[src/rtl/core/tcw_pkg.sv]
`timescale 1ns / 1ps
// ----------------------------------------------------------------------------
// tcw_pkg: shared types and constants of the text console writer
// screen geometry, derived widths, character codes, command and result beats
// ----------------------------------------------------------------------------
package tcw_pkg;

    // screen geometry
    localparam int COLUMNS   = 80;
    localparam int ROWS      = 25;
    localparam int CELLS     = ROWS * COLUMNS;
    localparam int TAB_STOP  = 8;

    // derived widths
    localparam int ADDR_W    = $clog2(CELLS);
    localparam int ROW_REG_W = (ROWS > 1) ? $clog2(ROWS) : 1;
    localparam int ROW_W     = $clog2(ROWS + 1);
    localparam int COL_REG_W = $clog2(COLUMNS);
    localparam int COL_W     = $clog2(COLUMNS + TAB_STOP);

    // fixed field widths
    localparam int ACT_W     = 2;
    localparam int CHAR_W    = 8;
    localparam int IDX_W     = 11;
    localparam int CELL_W    = 16;
    localparam int COLOR_W   = 4;
    localparam int ATTR_W    = 2 * COLOR_W;
    localparam int ROW_OUT_W = 5;
    localparam int COL_OUT_W = 7;
    localparam int POS_W     = 11;
    localparam int CFG_IDX_W = 1;

    // width of linear address arithmetic, room for a sum below twice the screen
    localparam int WIDE_W    = ((ADDR_W > IDX_W) ? ADDR_W : IDX_W) + 1;

    // command queue
    localparam int Q_DEPTH   = 4;
    localparam int Q_PTR_W   = $clog2(Q_DEPTH);

    // actions
    localparam logic [ACT_W-1:0] ACT_PUT   = 2'd0;
    localparam logic [ACT_W-1:0] ACT_CLEAR = 2'd1;
    localparam logic [ACT_W-1:0] ACT_READ  = 2'd2;

    // control characters
    localparam logic [CHAR_W-1:0] CH_BS    = 8'h08;
    localparam logic [CHAR_W-1:0] CH_TAB   = 8'h09;
    localparam logic [CHAR_W-1:0] CH_LF    = 8'h0A;
    localparam logic [CHAR_W-1:0] CH_CR    = 8'h0D;
    localparam logic [CHAR_W-1:0] CH_SPACE = 8'h20;

    // blank cell after reset, light grey on black
    localparam logic [CELL_W-1:0] RESET_CELL = 16'h0720;

    // configuration register indexes
    localparam logic [CFG_IDX_W-1:0] CFG_FG = 1'b0;
    localparam logic [CFG_IDX_W-1:0] CFG_BG = 1'b1;

    localparam logic [COLOR_W-1:0] FG_RESET = 4'd7;
    localparam logic [COLOR_W-1:0] BG_RESET = 4'd0;

    typedef enum logic [1:0] {
        CMD_PLAIN,
        CMD_READ,
        CMD_BLANK,
        CMD_FILL
    } cmd_kind_t;

    typedef enum logic [2:0] {
        BK_INIT,
        BK_IDLE,
        BK_READ,
        BK_BLANK,
        BK_FILL
    } bk_state_t;

    typedef struct packed {
        logic [CELL_W-1:0]    cell_data;
        logic [ROW_OUT_W-1:0] cursor_row;
        logic [COL_OUT_W-1:0] cursor_col;
        logic [POS_W-1:0]     cursor_pos;
        logic                 scrolled;
    } res_t;

    typedef struct packed {
        cmd_kind_t          kind;
        logic               wr_en;
        logic [ADDR_W-1:0]  addr;
        logic [CELL_W-1:0]  wr_data;
        logic               rd_ok;
        logic [ADDR_W-1:0]  base;
        logic [CELL_W-1:0]  fill_data;
        res_t               res;
    } cmd_t;

endpackage

[src/rtl/core/tcw_queue.sv]
`timescale 1ns / 1ps
// ----------------------------------------------------------------------------
// tcw_queue: short command queue between decode and execution
// first in first out, head visible while not empty
// ----------------------------------------------------------------------------
module tcw_queue (
    input  logic           clk,
    input  logic           rst_n,
    input  logic           push,
    input  tcw_pkg::cmd_t  push_cmd,
    input  logic           pop,
    output tcw_pkg::cmd_t  head,
    output logic           full,
    output logic           empty
);

    tcw_pkg::cmd_t                entry_reg [tcw_pkg::Q_DEPTH];
    logic [tcw_pkg::Q_PTR_W-1:0]  wr_ptr_reg, rd_ptr_reg;
    logic [tcw_pkg::Q_PTR_W:0]    count_reg;

    function automatic logic [tcw_pkg::Q_PTR_W-1:0] ptr_inc(
        input logic [tcw_pkg::Q_PTR_W-1:0] ptr
    );
        if (ptr == tcw_pkg::Q_PTR_W'(tcw_pkg::Q_DEPTH - 1))
        begin
            return '0;
        end
        return ptr + 1'b1;
    endfunction

    assign head  = entry_reg[rd_ptr_reg];
    assign full  = (count_reg == (tcw_pkg::Q_PTR_W + 1)'(tcw_pkg::Q_DEPTH));
    assign empty = (count_reg == '0);

    always_ff @(posedge clk)
    begin
        if (push)
        begin
            entry_reg[wr_ptr_reg] <= push_cmd;
        end
    end

    always_ff @(posedge clk or negedge rst_n)
    begin
        if (!rst_n)
        begin
            wr_ptr_reg <= '0;
            rd_ptr_reg <= '0;
            count_reg  <= '0;
        end
        else
        begin
            if (push)
            begin
                wr_ptr_reg <= ptr_inc(wr_ptr_reg);
            end
            if (pop)
            begin
                rd_ptr_reg <= ptr_inc(rd_ptr_reg);
            end
            if (push && !pop)
            begin
                count_reg <= count_reg + 1'b1;
            end
            else if (pop && !push)
            begin
                count_reg <= count_reg - 1'b1;
            end
        end
    end

endmodule

[config.mk]
export PLATFORM = sky130hd
export DESIGN_NAME = tcw_queue
export DESIGN_NICKNAME = d
export VERILOG_FILES = /design/src/rtl/core/tcw_pkg.sv /design/src/rtl/core/tcw_queue.sv
export SDC_FILE = /design/constraint.sdc
export NUM_CORES = 1
export LEC_CHECK = 0
export BUFFER_PORTS_ARGS = -buffer_cell sky130_fd_sc_hd__buf_4
export CAP_MARGIN = 20
export CELL_PAD_IN_SITES_DETAIL_PLACEMENT = 1
export CELL_PAD_IN_SITES_GLOBAL_PLACEMENT = 1
export CORE_ASPECT_RATIO = 2
export CORE_MARGIN = 4
export CORE_UTILIZATION = 54
export DETAILED_ROUTE_END_ITERATION = 16
export GPL_TIMING_DRIVEN = 0
export PLACE_DENSITY = 0.95
export REMOVE_ABC_BUFFERS = 1
export SYNTH_ARGS = -nofsm -noshare
export SYNTH_HDL_FRONTEND = slang
export SYNTH_SLANG_ARGS = --single-unit
[constraint.sdc]
create_clock -name clk -period 8.45 [get_ports clk]
set_input_delay 0.845 -clock clk [delete_from_list [all_inputs] [get_ports clk]]
set_output_delay 0.845 -clock clk [all_outputs]
set_load 0.03 [all_outputs]
==> results_dict.tcl <==
set metrics [dict create \
    placed_area_sq_um 16600 \
    worstMarginPinSlew_ps 820 \
    multi_input_area_sq_um 2440 \
    cellPowerDensity_nw_per_um2 364 \
    ys_ff_latch 399 \
    track_usage_pct 21.3 \
    critPathMaxFanout 39 \
    crit_type "reg2out" \
    final_util_pct 66.0 \
    via_count 6556 \
    critPathLaunchType "register" \
    dp_hpwl_um 20300 \
    drv_cap 0 \
    antenna_left 0 \
    mostFrequentLayoutCells "edfxtp_1 (392), buf_4 (201), mux4_2 (98)" \
    vias_per_cell 5.68 \
    finalCriticalPeriod_ps 3400 \
    routedWlPerCell_um 27.2 \
    vdd_drop_max_uv 409 \
    dp_slack_ps 5560 \
    grt.overflow.total 0 \
    holdBufCountCts 0 \
    core-area_sq_um 26800 \
    syn_inst 549 \
    htree_levels 2 \
    synth.area.top_cells "edfxtp_1 (80%), mux4_2 (15%), buf_12 (1.4%), dfrtp_1 (1.2%), ha_1 (0.51%)" \
    cts_tree "built" \
    finalWirelength_um 31400 \
    area.growth.synth_to_final_pct 20.7 \
    rsz0062_at_grt "no" \
    drtIter0Drc 365 \
    place_congestion 0.756 \
    numCtsBuffers 35 \
    dieArea_sq_um 30000 \
    synth_top_area_cell "edfxtp_1" \
    end_kind "output port" \
    instances_no_fill 1154 \
    cts_root_buf "clkbuf_16" \
    yosys.area.top_type_share_pct 80.3 \
    finalHoldViolCount 0 \
    fin_area_sq_um 17700 \
    slew_headroom_pct 45.3 \
    clk_pin_slew_ps 60 \
    layout_setup_ws_ps 5050 \
    cts_resized 0 \
    drc 0 \
    hold_path.class "in2async" \
    r2r_slack_ps 6350 \
    fin_skew_ps 17.2 \
    max_freq_mhz 294 \
    period_share_pct 40.2 \
    io_pins 202 \
    portBuffers 201 \
    cts.path.max_buffers 3 \
    ys_seq_area_share_pct 81.5 \
    clock_latency_ps 520 \
    fillers 2160 \
    rows 85 \
    largest_reg_flops 392 \
    yosys_warnings 0 \
    nNetsFinal 882 \
    seq_area_sq_um 12000 \
    grt_pass1_wl_um 47400 \
    required_ps 7610 \
    layout_commonest_cell "edfxtp_1" \
    worstPathArrival_ps 2550 \
    cts.sinks 399 \
    die_x_um 124 \
    setup-violations-final 0 \
    grt_max_degree 56 \
    dp.cells 1084 \
    syn_area_sq_um 14700 \
    finalMaxSlewViolations 0 \
    first_pass_iters 4 \
    finalSetupTns_ps 0 \
    ys_types 20 \
    reg2reg_to "entry_reg[0][2]$_DFFE_PP_" \
    grt_pass1_vias 7455 \
    leakagePower_uw 0.00601 \
    die_h_um 241 \
    drive_gt1_share_pct 45.7 \
    r2r_cells 4 \
    initial_core_util_pct 54.7 \
    avgSynthCellArea_sq_um 26.7 \
    cts_setup_buffers 0 \
    antenna_found_initial 6 \
    reg2reg_from "wr_ptr_reg[0]$_DFFE_PN0P_" \
    status "finished, final reports clean" \
]
logic make-up after synthesis:
family / share of synthesized area [%]
flops: 81.5
mux: 15.2
buf+inv: 1.94
simple gates: 0.393
fa+ha+maj: 0.649
compound gates: 0.120
xor+xnor: 0.179
synth_stat cells:
cell	instances
o21ai_0	2
xor2_1	2
mux2_2	2
nand2_1	2
buf_2	10
dfrtp_1	7
and2_1	4
inv_1	4
xnor2_1	1
nor3_1	2
nor2_1	2
buf_4	1
fa_1	1
edfxtp_1	392
a21o_1	1
mux4_2	98
ha_1	6
buf_12	10
buf_6	1
nor3b_1	1
report_power, final:
group / internal [uW] / switching, uW
combinational: 908 / 1270
clock: 866 / 675
sequential: 2540 / 180
total: 4310 / 2120
critical path: stages (launching register included):
cell,delay [ps]
dfrtp_4,840
buf_16,330
mux4_2,600
buf_4,190
how the worst max path moves through the flow:
stage	startpoint	to	slack (ps)	cells after the start
global placement	rd_ptr_reg[0]$_DFFE_PN0P_	head[32]	1280	2
floorplan	rd_ptr_reg[0]$_DFFE_PN0P_	head[0]	2980	1
detailed placement	rd_ptr_reg[0]$_DFFE_PN0P_	head[39]	5560	3
finish	rd_ptr_reg[0]$_DFFE_PN0P_	head[91]	5050	3
global route	rd_ptr_reg[0]$_DFFE_PN0P_	head[52]	4910	3
CTS	rd_ptr_reg[0]$_DFFE_PN0P_	head[39]	5000	3
stage by stage:
step           total power (uW)  hold slack (ps)
4_1_cts                    6530              113
3_5_place_dp               4970              490
2_1_floorplan              4150              456
6_report                   6440              137
3_3_place_gp               5040              473
5_1_grt                    6720              114
routing by layer:
layer,share of wire [%],GRT usage (%),wire length (um),vias to the layer above
met5,0,0,0,-
met4,5.3,11.4,1670,0
met3,3.5,3.48,1100,83
met2,58,39.2,18100,210
met1,33,23.6,10500,3447
li1,-,-,-,2816
layout make-up:
| class | instances | share of cell area (%) |
|---|---|---|
| sequential | 399 | 67.6 |
| multi-input combinational | 124 | 13.8 |
| timing repair buffer | 209 | 9.74 |
| clock buffer | 44 | 5.38 |
| tap | 348 | 2.46 |
| clock inverter | 19 | 0.863 |
| antenna | 7 | 0.0991 |
| inverter | 4 | 0.0849 |
No activity file was read; power rests on OpenSTA's default activity.
