[src/rtl/core/tcw_pkg.sv]
`timescale 1ns / 1ps
// ----------------------------------------------------------------------------
// tcw_pkg: shared types and constants of the text console writer
// screen geometry, derived widths, character codes, command and result beats
// ----------------------------------------------------------------------------
package tcw_pkg;

    // screen geometry
    localparam int COLUMNS   = 80;
    localparam int ROWS      = 25;
    localparam int CELLS     = ROWS * COLUMNS;
    localparam int TAB_STOP  = 8;

    // derived widths
    localparam int ADDR_W    = $clog2(CELLS);
    localparam int ROW_REG_W = (ROWS > 1) ? $clog2(ROWS) : 1;
    localparam int ROW_W     = $clog2(ROWS + 1);
    localparam int COL_REG_W = $clog2(COLUMNS);
    localparam int COL_W     = $clog2(COLUMNS + TAB_STOP);

    // fixed field widths
    localparam int ACT_W     = 2;
    localparam int CHAR_W    = 8;
    localparam int IDX_W     = 11;
    localparam int CELL_W    = 16;
    localparam int COLOR_W   = 4;
    localparam int ATTR_W    = 2 * COLOR_W;
    localparam int ROW_OUT_W = 5;
    localparam int COL_OUT_W = 7;
    localparam int POS_W     = 11;
    localparam int CFG_IDX_W = 1;

    // width of linear address arithmetic, room for a sum below twice the screen
    localparam int WIDE_W    = ((ADDR_W > IDX_W) ? ADDR_W : IDX_W) + 1;

    // command queue
    localparam int Q_DEPTH   = 4;
    localparam int Q_PTR_W   = $clog2(Q_DEPTH);

    // actions
    localparam logic [ACT_W-1:0] ACT_PUT   = 2'd0;
    localparam logic [ACT_W-1:0] ACT_CLEAR = 2'd1;
    localparam logic [ACT_W-1:0] ACT_READ  = 2'd2;

    // control characters
    localparam logic [CHAR_W-1:0] CH_BS    = 8'h08;
    localparam logic [CHAR_W-1:0] CH_TAB   = 8'h09;
    localparam logic [CHAR_W-1:0] CH_LF    = 8'h0A;
    localparam logic [CHAR_W-1:0] CH_CR    = 8'h0D;
    localparam logic [CHAR_W-1:0] CH_SPACE = 8'h20;

    // blank cell after reset, light grey on black
    localparam logic [CELL_W-1:0] RESET_CELL = 16'h0720;

    // configuration register indexes
    localparam logic [CFG_IDX_W-1:0] CFG_FG = 1'b0;
    localparam logic [CFG_IDX_W-1:0] CFG_BG = 1'b1;

    localparam logic [COLOR_W-1:0] FG_RESET = 4'd7;
    localparam logic [COLOR_W-1:0] BG_RESET = 4'd0;

    typedef enum logic [1:0] {
        CMD_PLAIN,
        CMD_READ,
        CMD_BLANK,
        CMD_FILL
    } cmd_kind_t;

    typedef enum logic [2:0] {
        BK_INIT,
        BK_IDLE,
        BK_READ,
        BK_BLANK,
        BK_FILL
    } bk_state_t;

    typedef struct packed {
        logic [CELL_W-1:0]    cell_data;
        logic [ROW_OUT_W-1:0] cursor_row;
        logic [COL_OUT_W-1:0] cursor_col;
        logic [POS_W-1:0]     cursor_pos;
        logic                 scrolled;
    } res_t;

    typedef struct packed {
        cmd_kind_t          kind;
        logic               wr_en;
        logic [ADDR_W-1:0]  addr;
        logic [CELL_W-1:0]  wr_data;
        logic               rd_ok;
        logic [ADDR_W-1:0]  base;
        logic [CELL_W-1:0]  fill_data;
        res_t               res;
    } cmd_t;

endpackage

[src/rtl/core/tcw_front.sv]
`timescale 1ns / 1ps
// ----------------------------------------------------------------------------
// tcw_front: cursor tracking and command decode
// owns the cursor and the row rotation, turns each input beat into one command
// ----------------------------------------------------------------------------
module tcw_front (
    input  logic                           clk,
    input  logic                           rst_n,
    input  logic                           in_valid,
    output logic                           in_ready,
    input  logic [tcw_pkg::ACT_W-1:0]      action,
    input  logic [tcw_pkg::CHAR_W-1:0]     char_code,
    input  logic [tcw_pkg::IDX_W-1:0]      cell_index,
    input  logic [tcw_pkg::ATTR_W-1:0]     attr,
    input  logic                           init_busy,
    input  logic                           q_full,
    output logic                           q_push,
    output tcw_pkg::cmd_t                  cmd
);

    logic [tcw_pkg::ROW_REG_W-1:0] row_reg, row_next;
    logic [tcw_pkg::COL_REG_W-1:0] col_reg, col_next;
    logic [tcw_pkg::ADDR_W-1:0]    top_reg, top_next;

    logic [tcw_pkg::COL_W-1:0]  col_ext, col_dec, col_step, col_wr, col_new;
    logic [tcw_pkg::ROW_W-1:0]  row_ext, row_step, row_wrap, row_new;
    logic [tcw_pkg::CHAR_W-1:0] wr_char;
    logic                       wr_en;
    logic                       scroll;
    logic [tcw_pkg::WIDE_W-1:0] lin_wr, idx_ext, top_sum, pos_lin;

    // linear cell index to physical address through the row rotation
    function automatic logic [tcw_pkg::ADDR_W-1:0] phys_addr(
        input logic [tcw_pkg::WIDE_W-1:0] lin,
        input logic [tcw_pkg::ADDR_W-1:0] base
    );
        logic [tcw_pkg::WIDE_W-1:0] sum;
        sum = lin + tcw_pkg::WIDE_W'(base);
        if (sum >= tcw_pkg::WIDE_W'(tcw_pkg::CELLS))
        begin
            sum = sum - tcw_pkg::WIDE_W'(tcw_pkg::CELLS);
        end
        return tcw_pkg::ADDR_W'(sum);
    endfunction

    assign in_ready = !q_full && !init_busy;
    assign q_push   = in_valid && in_ready;

    // put character cursor movement
    always_comb
    begin
        col_ext  = tcw_pkg::COL_W'(col_reg);
        row_ext  = tcw_pkg::ROW_W'(row_reg);
        col_dec  = (col_ext != '0) ? col_ext - 1'b1 : col_ext;
        col_step = col_ext;
        row_step = row_ext;
        col_wr   = col_ext;
        wr_en    = 1'b0;
        wr_char  = char_code;
        unique case (char_code)
            tcw_pkg::CH_BS:
            begin
                col_step = col_dec;
                col_wr   = col_dec;
                wr_en    = 1'b1;
                wr_char  = tcw_pkg::CH_SPACE;
            end
            tcw_pkg::CH_TAB:
            begin
                col_step = (col_ext + tcw_pkg::COL_W'(tcw_pkg::TAB_STOP))
                           & ~tcw_pkg::COL_W'(tcw_pkg::TAB_STOP - 1);
            end
            tcw_pkg::CH_LF:
            begin
                row_step = row_ext + 1'b1;
                col_step = '0;
            end
            tcw_pkg::CH_CR:
            begin
                col_step = '0;
            end
            default:
            begin
                wr_en    = 1'b1;
                col_step = col_ext + 1'b1;
            end
        endcase

        // column wrap to the next row
        if (col_step >= tcw_pkg::COL_W'(tcw_pkg::COLUMNS))
        begin
            col_new  = '0;
            row_wrap = row_step + 1'b1;
        end
        else
        begin
            col_new  = col_step;
            row_wrap = row_step;
        end

        scroll = (row_wrap >= tcw_pkg::ROW_W'(tcw_pkg::ROWS));
    end

    assign lin_wr  = tcw_pkg::WIDE_W'(row_reg) * tcw_pkg::WIDE_W'(tcw_pkg::COLUMNS)
                     + tcw_pkg::WIDE_W'(col_wr);
    assign idx_ext = tcw_pkg::WIDE_W'(cell_index);
    assign top_sum = tcw_pkg::WIDE_W'(top_reg) + tcw_pkg::WIDE_W'(tcw_pkg::COLUMNS);

    // command build and next cursor
    always_comb
    begin
        row_new       = row_ext;
        row_next      = row_reg;
        col_next      = col_reg;
        top_next      = top_reg;
        cmd.kind      = tcw_pkg::CMD_PLAIN;
        cmd.wr_en     = 1'b0;
        cmd.addr      = phys_addr(lin_wr, top_reg);
        cmd.wr_data   = {attr, wr_char};
        cmd.rd_ok     = 1'b0;
        cmd.base      = top_reg;
        cmd.fill_data = {attr, tcw_pkg::CH_SPACE};
        cmd.res.scrolled = 1'b0;
        unique case (action)
            tcw_pkg::ACT_PUT:
            begin
                cmd.wr_en = wr_en;
                row_new   = scroll ? tcw_pkg::ROW_W'(tcw_pkg::ROWS - 1) : row_wrap;
                row_next  = tcw_pkg::ROW_REG_W'(row_new);
                col_next  = tcw_pkg::COL_REG_W'(col_new);
                if (scroll)
                begin
                    // old top row becomes the new bottom row
                    cmd.kind = tcw_pkg::CMD_BLANK;
                    cmd.res.scrolled = 1'b1;
                    if (top_sum >= tcw_pkg::WIDE_W'(tcw_pkg::CELLS))
                    begin
                        top_next = '0;
                    end
                    else
                    begin
                        top_next = tcw_pkg::ADDR_W'(top_sum);
                    end
                end
            end
            tcw_pkg::ACT_CLEAR:
            begin
                cmd.kind      = tcw_pkg::CMD_FILL;
                cmd.fill_data = {attr, char_code};
                row_new       = '0;
                row_next      = '0;
                col_next      = '0;
                top_next      = '0;
            end
            tcw_pkg::ACT_READ:
            begin
                cmd.kind  = tcw_pkg::CMD_READ;
                cmd.addr  = phys_addr(idx_ext, top_reg);
                cmd.rd_ok = (idx_ext < tcw_pkg::WIDE_W'(tcw_pkg::CELLS));
            end
            default:
            begin
                cmd.kind = tcw_pkg::CMD_PLAIN;
            end
        endcase

        pos_lin = tcw_pkg::WIDE_W'(row_next) * tcw_pkg::WIDE_W'(tcw_pkg::COLUMNS)
                  + tcw_pkg::WIDE_W'(col_next);
        cmd.res.cell_data  = '0;
        cmd.res.cursor_row = tcw_pkg::ROW_OUT_W'(row_new);
        cmd.res.cursor_col = tcw_pkg::COL_OUT_W'(col_next);
        cmd.res.cursor_pos = tcw_pkg::POS_W'(pos_lin);
    end

    always_ff @(posedge clk or negedge rst_n)
    begin
        if (!rst_n)
        begin
            row_reg <= '0;
            col_reg <= '0;
            top_reg <= '0;
        end
        else if (q_push)
        begin
            row_reg <= row_next;
            col_reg <= col_next;
            top_reg <= top_next;
        end
    end

endmodule

[config.mk]
export PLATFORM = sky130hd
export DESIGN_NAME = tcw_front
export DESIGN_NICKNAME = d
export VERILOG_FILES = /design/src/rtl/core/tcw_pkg.sv /design/src/rtl/core/tcw_front.sv
export SDC_FILE = /design/constraint.sdc
export NUM_CORES = 1
export LEC_CHECK = 0
export BUFFER_PORTS_ARGS = -buffer_cell sky130_fd_sc_hd__buf_2
export CORE_ASPECT_RATIO = 0.9
export CORE_MARGIN = 4
export CORE_UTILIZATION = 35
export DETAILED_ROUTE_END_ITERATION = 8
export PLACE_DENSITY = 0.57
export SKIP_CTS_REPAIR_TIMING = 1
export SLEW_MARGIN = 20
export SYNTH_ARGS = -nofsm -noshare
export SYNTH_HDL_FRONTEND = slang
export SYNTH_SLANG_ARGS = --single-unit
[constraint.sdc]
create_clock -name clk -period 11.5 [get_ports clk]
set_input_delay 0.575 -clock clk [delete_from_list [all_inputs] [get_ports clk]]
set_output_delay 0.575 -clock clk [all_outputs]
set_load 0.02 [all_outputs]
==> metrics.md <==
| Metric | Value |
|---|---|
| Initial antenna violation count | 0 |
| Leading register cell type out of synthesis | dfrtp_1 |
| Crit-path cells | buf_2 -> or4_4 -> nor2_1 -> o21ai_0 -> ha_1 -> or4bb_1 -> nor4_1 -> or4_1 -> a21oi_1 -> o2111ai_1 -> mux2i_1 -> nor2_1 -> a21o_1 -> ha_1 -> ha_1 -> inv_1 -> fa_1 -> or2_2 -> nor3_1 -> a211oi_1 -> a21oi_1 -> a21oi_1 -> xnor2_1 -> buf_2 |
| Final hold vios | 0 |
| CTS buffer count | 3 |
| Initial Util | 36.3% |
| Most frequent cells in the layout | 89 x buf_2, 67 x nand2_1, 52 x ha_1 |
| Core area | 12900 sq um |
| Global route hottest layer | met2 |
| Max-slew headroom | 37.9% |
| GRT Overall Usage | 16.8% |
| LEAKAGE | 2.41 nW |
| Final-stage net count | 769 |
| Slowest-stage cell, CP | or4_4 |
| Setup_tns | 0 ns |
| CTS Sinks | 19 |
| Vias in the first global route | 4321 |
| Fin crit share | 62.0% |
| DIE AREA | 15300 sq um |
| Met2 GRT Util | 26.9% |
| Syn Std Cell Area | 4670 sq um |
| GRT met3 Usage | 2.81% |
| Max Freq | 0.140 GHz |
| Vias | 4576 |
| Crit path kind | in -> out |
| Antenna Nets Post-Route | 0 |
| First-pass GRT wire length | 21.7 mm |
| R2R Path Start | col_ext[0] |
| Clk_skew | 0.00356 ns |
| Placed cells | 835 |
| Via density | 5.45 |
| Die Y | 118 um |
| VDD IR max | 79.7 uV |
| Number of buffers added on ports | 89 |
| Top Ports | 134 |
| Post-route DRC | 0 |
| Latest clock arrival within the worst-skew pair | 0.26 ns |
| FF+latch count, synth | 19 |
| Critical path startpoint | char_code[2] |
| Drt pass-1 iters | 5 |
| WHS | 0.268 ns |
| Root Driver | clkbuf_16 |
| CP startpoint kind | input port |
| Routed WL | 12.9 mm |
| Final Power | 0.775 mW |
| Synth-to-Final Area Change | 7.88% |
| Ys async rst share | 100% |
| Crit-path leading delay family | simple AND/OR/NAND/NOR gates |
| Seq/Total Area, Yosys | 10.2% |
| Mean Syn Cell Area | 7.40 sq um |
| CTS tree | built |
| Worst Path Required | 10.93 ns |
| Clock buffer depth | 2 |
| Power per cell area | 154 nW/um^2 |
| Placer Congestion | 0.908 |
| Max stage delay on crit path | 0.62 ns |
| N_diodes | 0 |
| Hold WC Path Type | in -> async |
| Fill cells | 1369 |
| CP max FO | 12 |
| Met1 Use GR | 24.2% |
| Status | completed |
| Largest net degree at the start of global routing | 20 |
| Final setup violating endpoints | 0 |
| Worst Path Buf+Inv | 3 |
| Yosys warning count | 0 |
| Detailed router's first-iteration violation count | 255 |
| Slew @ Worst Pin | 0.920 ns |
| Most common cell after layout, fill and taps aside | buf_2 |
| Crit path DAT | 6.56 ns |
| Slew Limit Fails | 0 |
| Final std cells w/o fill | 839 |
| EDFF count, synth | 0 |
| Number of H-tree levels | 1 |
| Routed len/inst | 15.4 um |
| Hpwl dp | 10.5 mm |
| RSZ-0062 raised after global routing | false |
| # rows | 39 |
| Min Tclk post-route | 7.13 ns |
| Share of layout cells above drive strength 1 | 18.7% |
| Die width | 130 um |
| Post-Syn Instances | 631 |
| CP endpoint kind | output port |
| Total gr overflow | 0 |
| CTS clk-pin slew, worst paths | 0.06 ns |
| Max_cap viols | 0 |
| Synth unique cells | 76 |
==> synth_stat cells (all sizes together), types with 16 or more instances <==
master / instances / area (sq um)
inv: 44 / 165
xnor2: 27 / 236
clkbuf: 25 / 93.8
a21oi: 32 / 160
buf: 49 / 367
ha: 52 / 651
nor2: 30 / 115
dfrtp: 19 / 475
nor3: 16 / 90.1
and2: 17 / 106
o21ai: 43 / 223
nand2: 68 / 258
==> cells by family after synthesis <==
| group | count (synthesis) | share of synthesized area (%) |
|---|---|---|
| buffers and inverters | 118 | 13.4 |
| multiplexers | 13 | 2.87 |
| XOR/XNOR | 41 | 7.69 |
| adder cells (fa/ha/maj) | 60 | 17.1 |
| flip-flops | 19 | 10.2 |
| AO/OA/AOI/OAI | 171 | 25.0 |
| AND/OR/NAND/NOR | 208 | 23.7 |
| other | 1 | 0.0803 |
==> cell type report <==
| cell class | count | area (sq um) | share of cell area [%] |
|---|---|---|---|
| clock buffer | 3 | 75.1 | 1.49 |
| clock inverter | 1 | 5.00 | 0.0993 |
| timing repair buffer | 90 | 453 | 8.99 |
| multi-input combinational | 518 | 3660 | 72.6 |
| sequential | 19 | 475 | 9.44 |
| tap | 164 | 205 | 4.07 |
| inverter | 44 | 165 | 3.28 |
==> worst reg2reg max path, cell delays in order (launching register included) <==
cell,delay [ns]
dfrtp_1,0.48
inv_1,0.19
ha_1,0.30
or3b_2,0.51
nor3_1,0.29
a31oi_1,0.17
a21boi_0,0.22
a211oi_4,0.57
mux2i_1,0.56
o211ai_2,0.21
or3_1,0.36
o21ai_1,0.07
==> metrics by stage <==
step	worst slack [ns]	util, %	instance area (sq um)
finish	4.37	39.1	5040
floorplan	5.01	-	4760
global route	4.04	39.1	5040
CTS	4.42	39.1	5040
detailed placement	4.44	38.5	4960
global placement	4.69	38.5	4960
==> power by group <==
group / switching [mW] / internal [mW]
clock network: 0.0281 / 0.0468
registers: 0.0373 / 0.0803
logic: 0.358 / 0.225
total: 0.423 / 0.352
==> path summary, 6_finish.rpt <==
path                         endpoint  slack (ns)  cells past startpoint
max                           cmd[11]        4.37                     24
min                        col_ext[3]        0.27                      1
max reg2reg                top_reg[6]        7.50                     11
min reg2reg                top_reg[5]        0.67                      2
max in group asynchronous  row_ext[3]       10.90                      1
min in group clk           top_reg[5]        0.67                      2
==> metal layers <==
metal | wire length [um] | share of wire [%] | up-vias
met1 | 5990 | 46 | 2116
met4 | 121 | 0.94 | 0
met5 | 0 | 0 | -
met3 | 804 | 6.2 | 16
met2 | 6010 | 46 | 156
li1 | - | - | 2288
(Power assumes the default switching activity.)
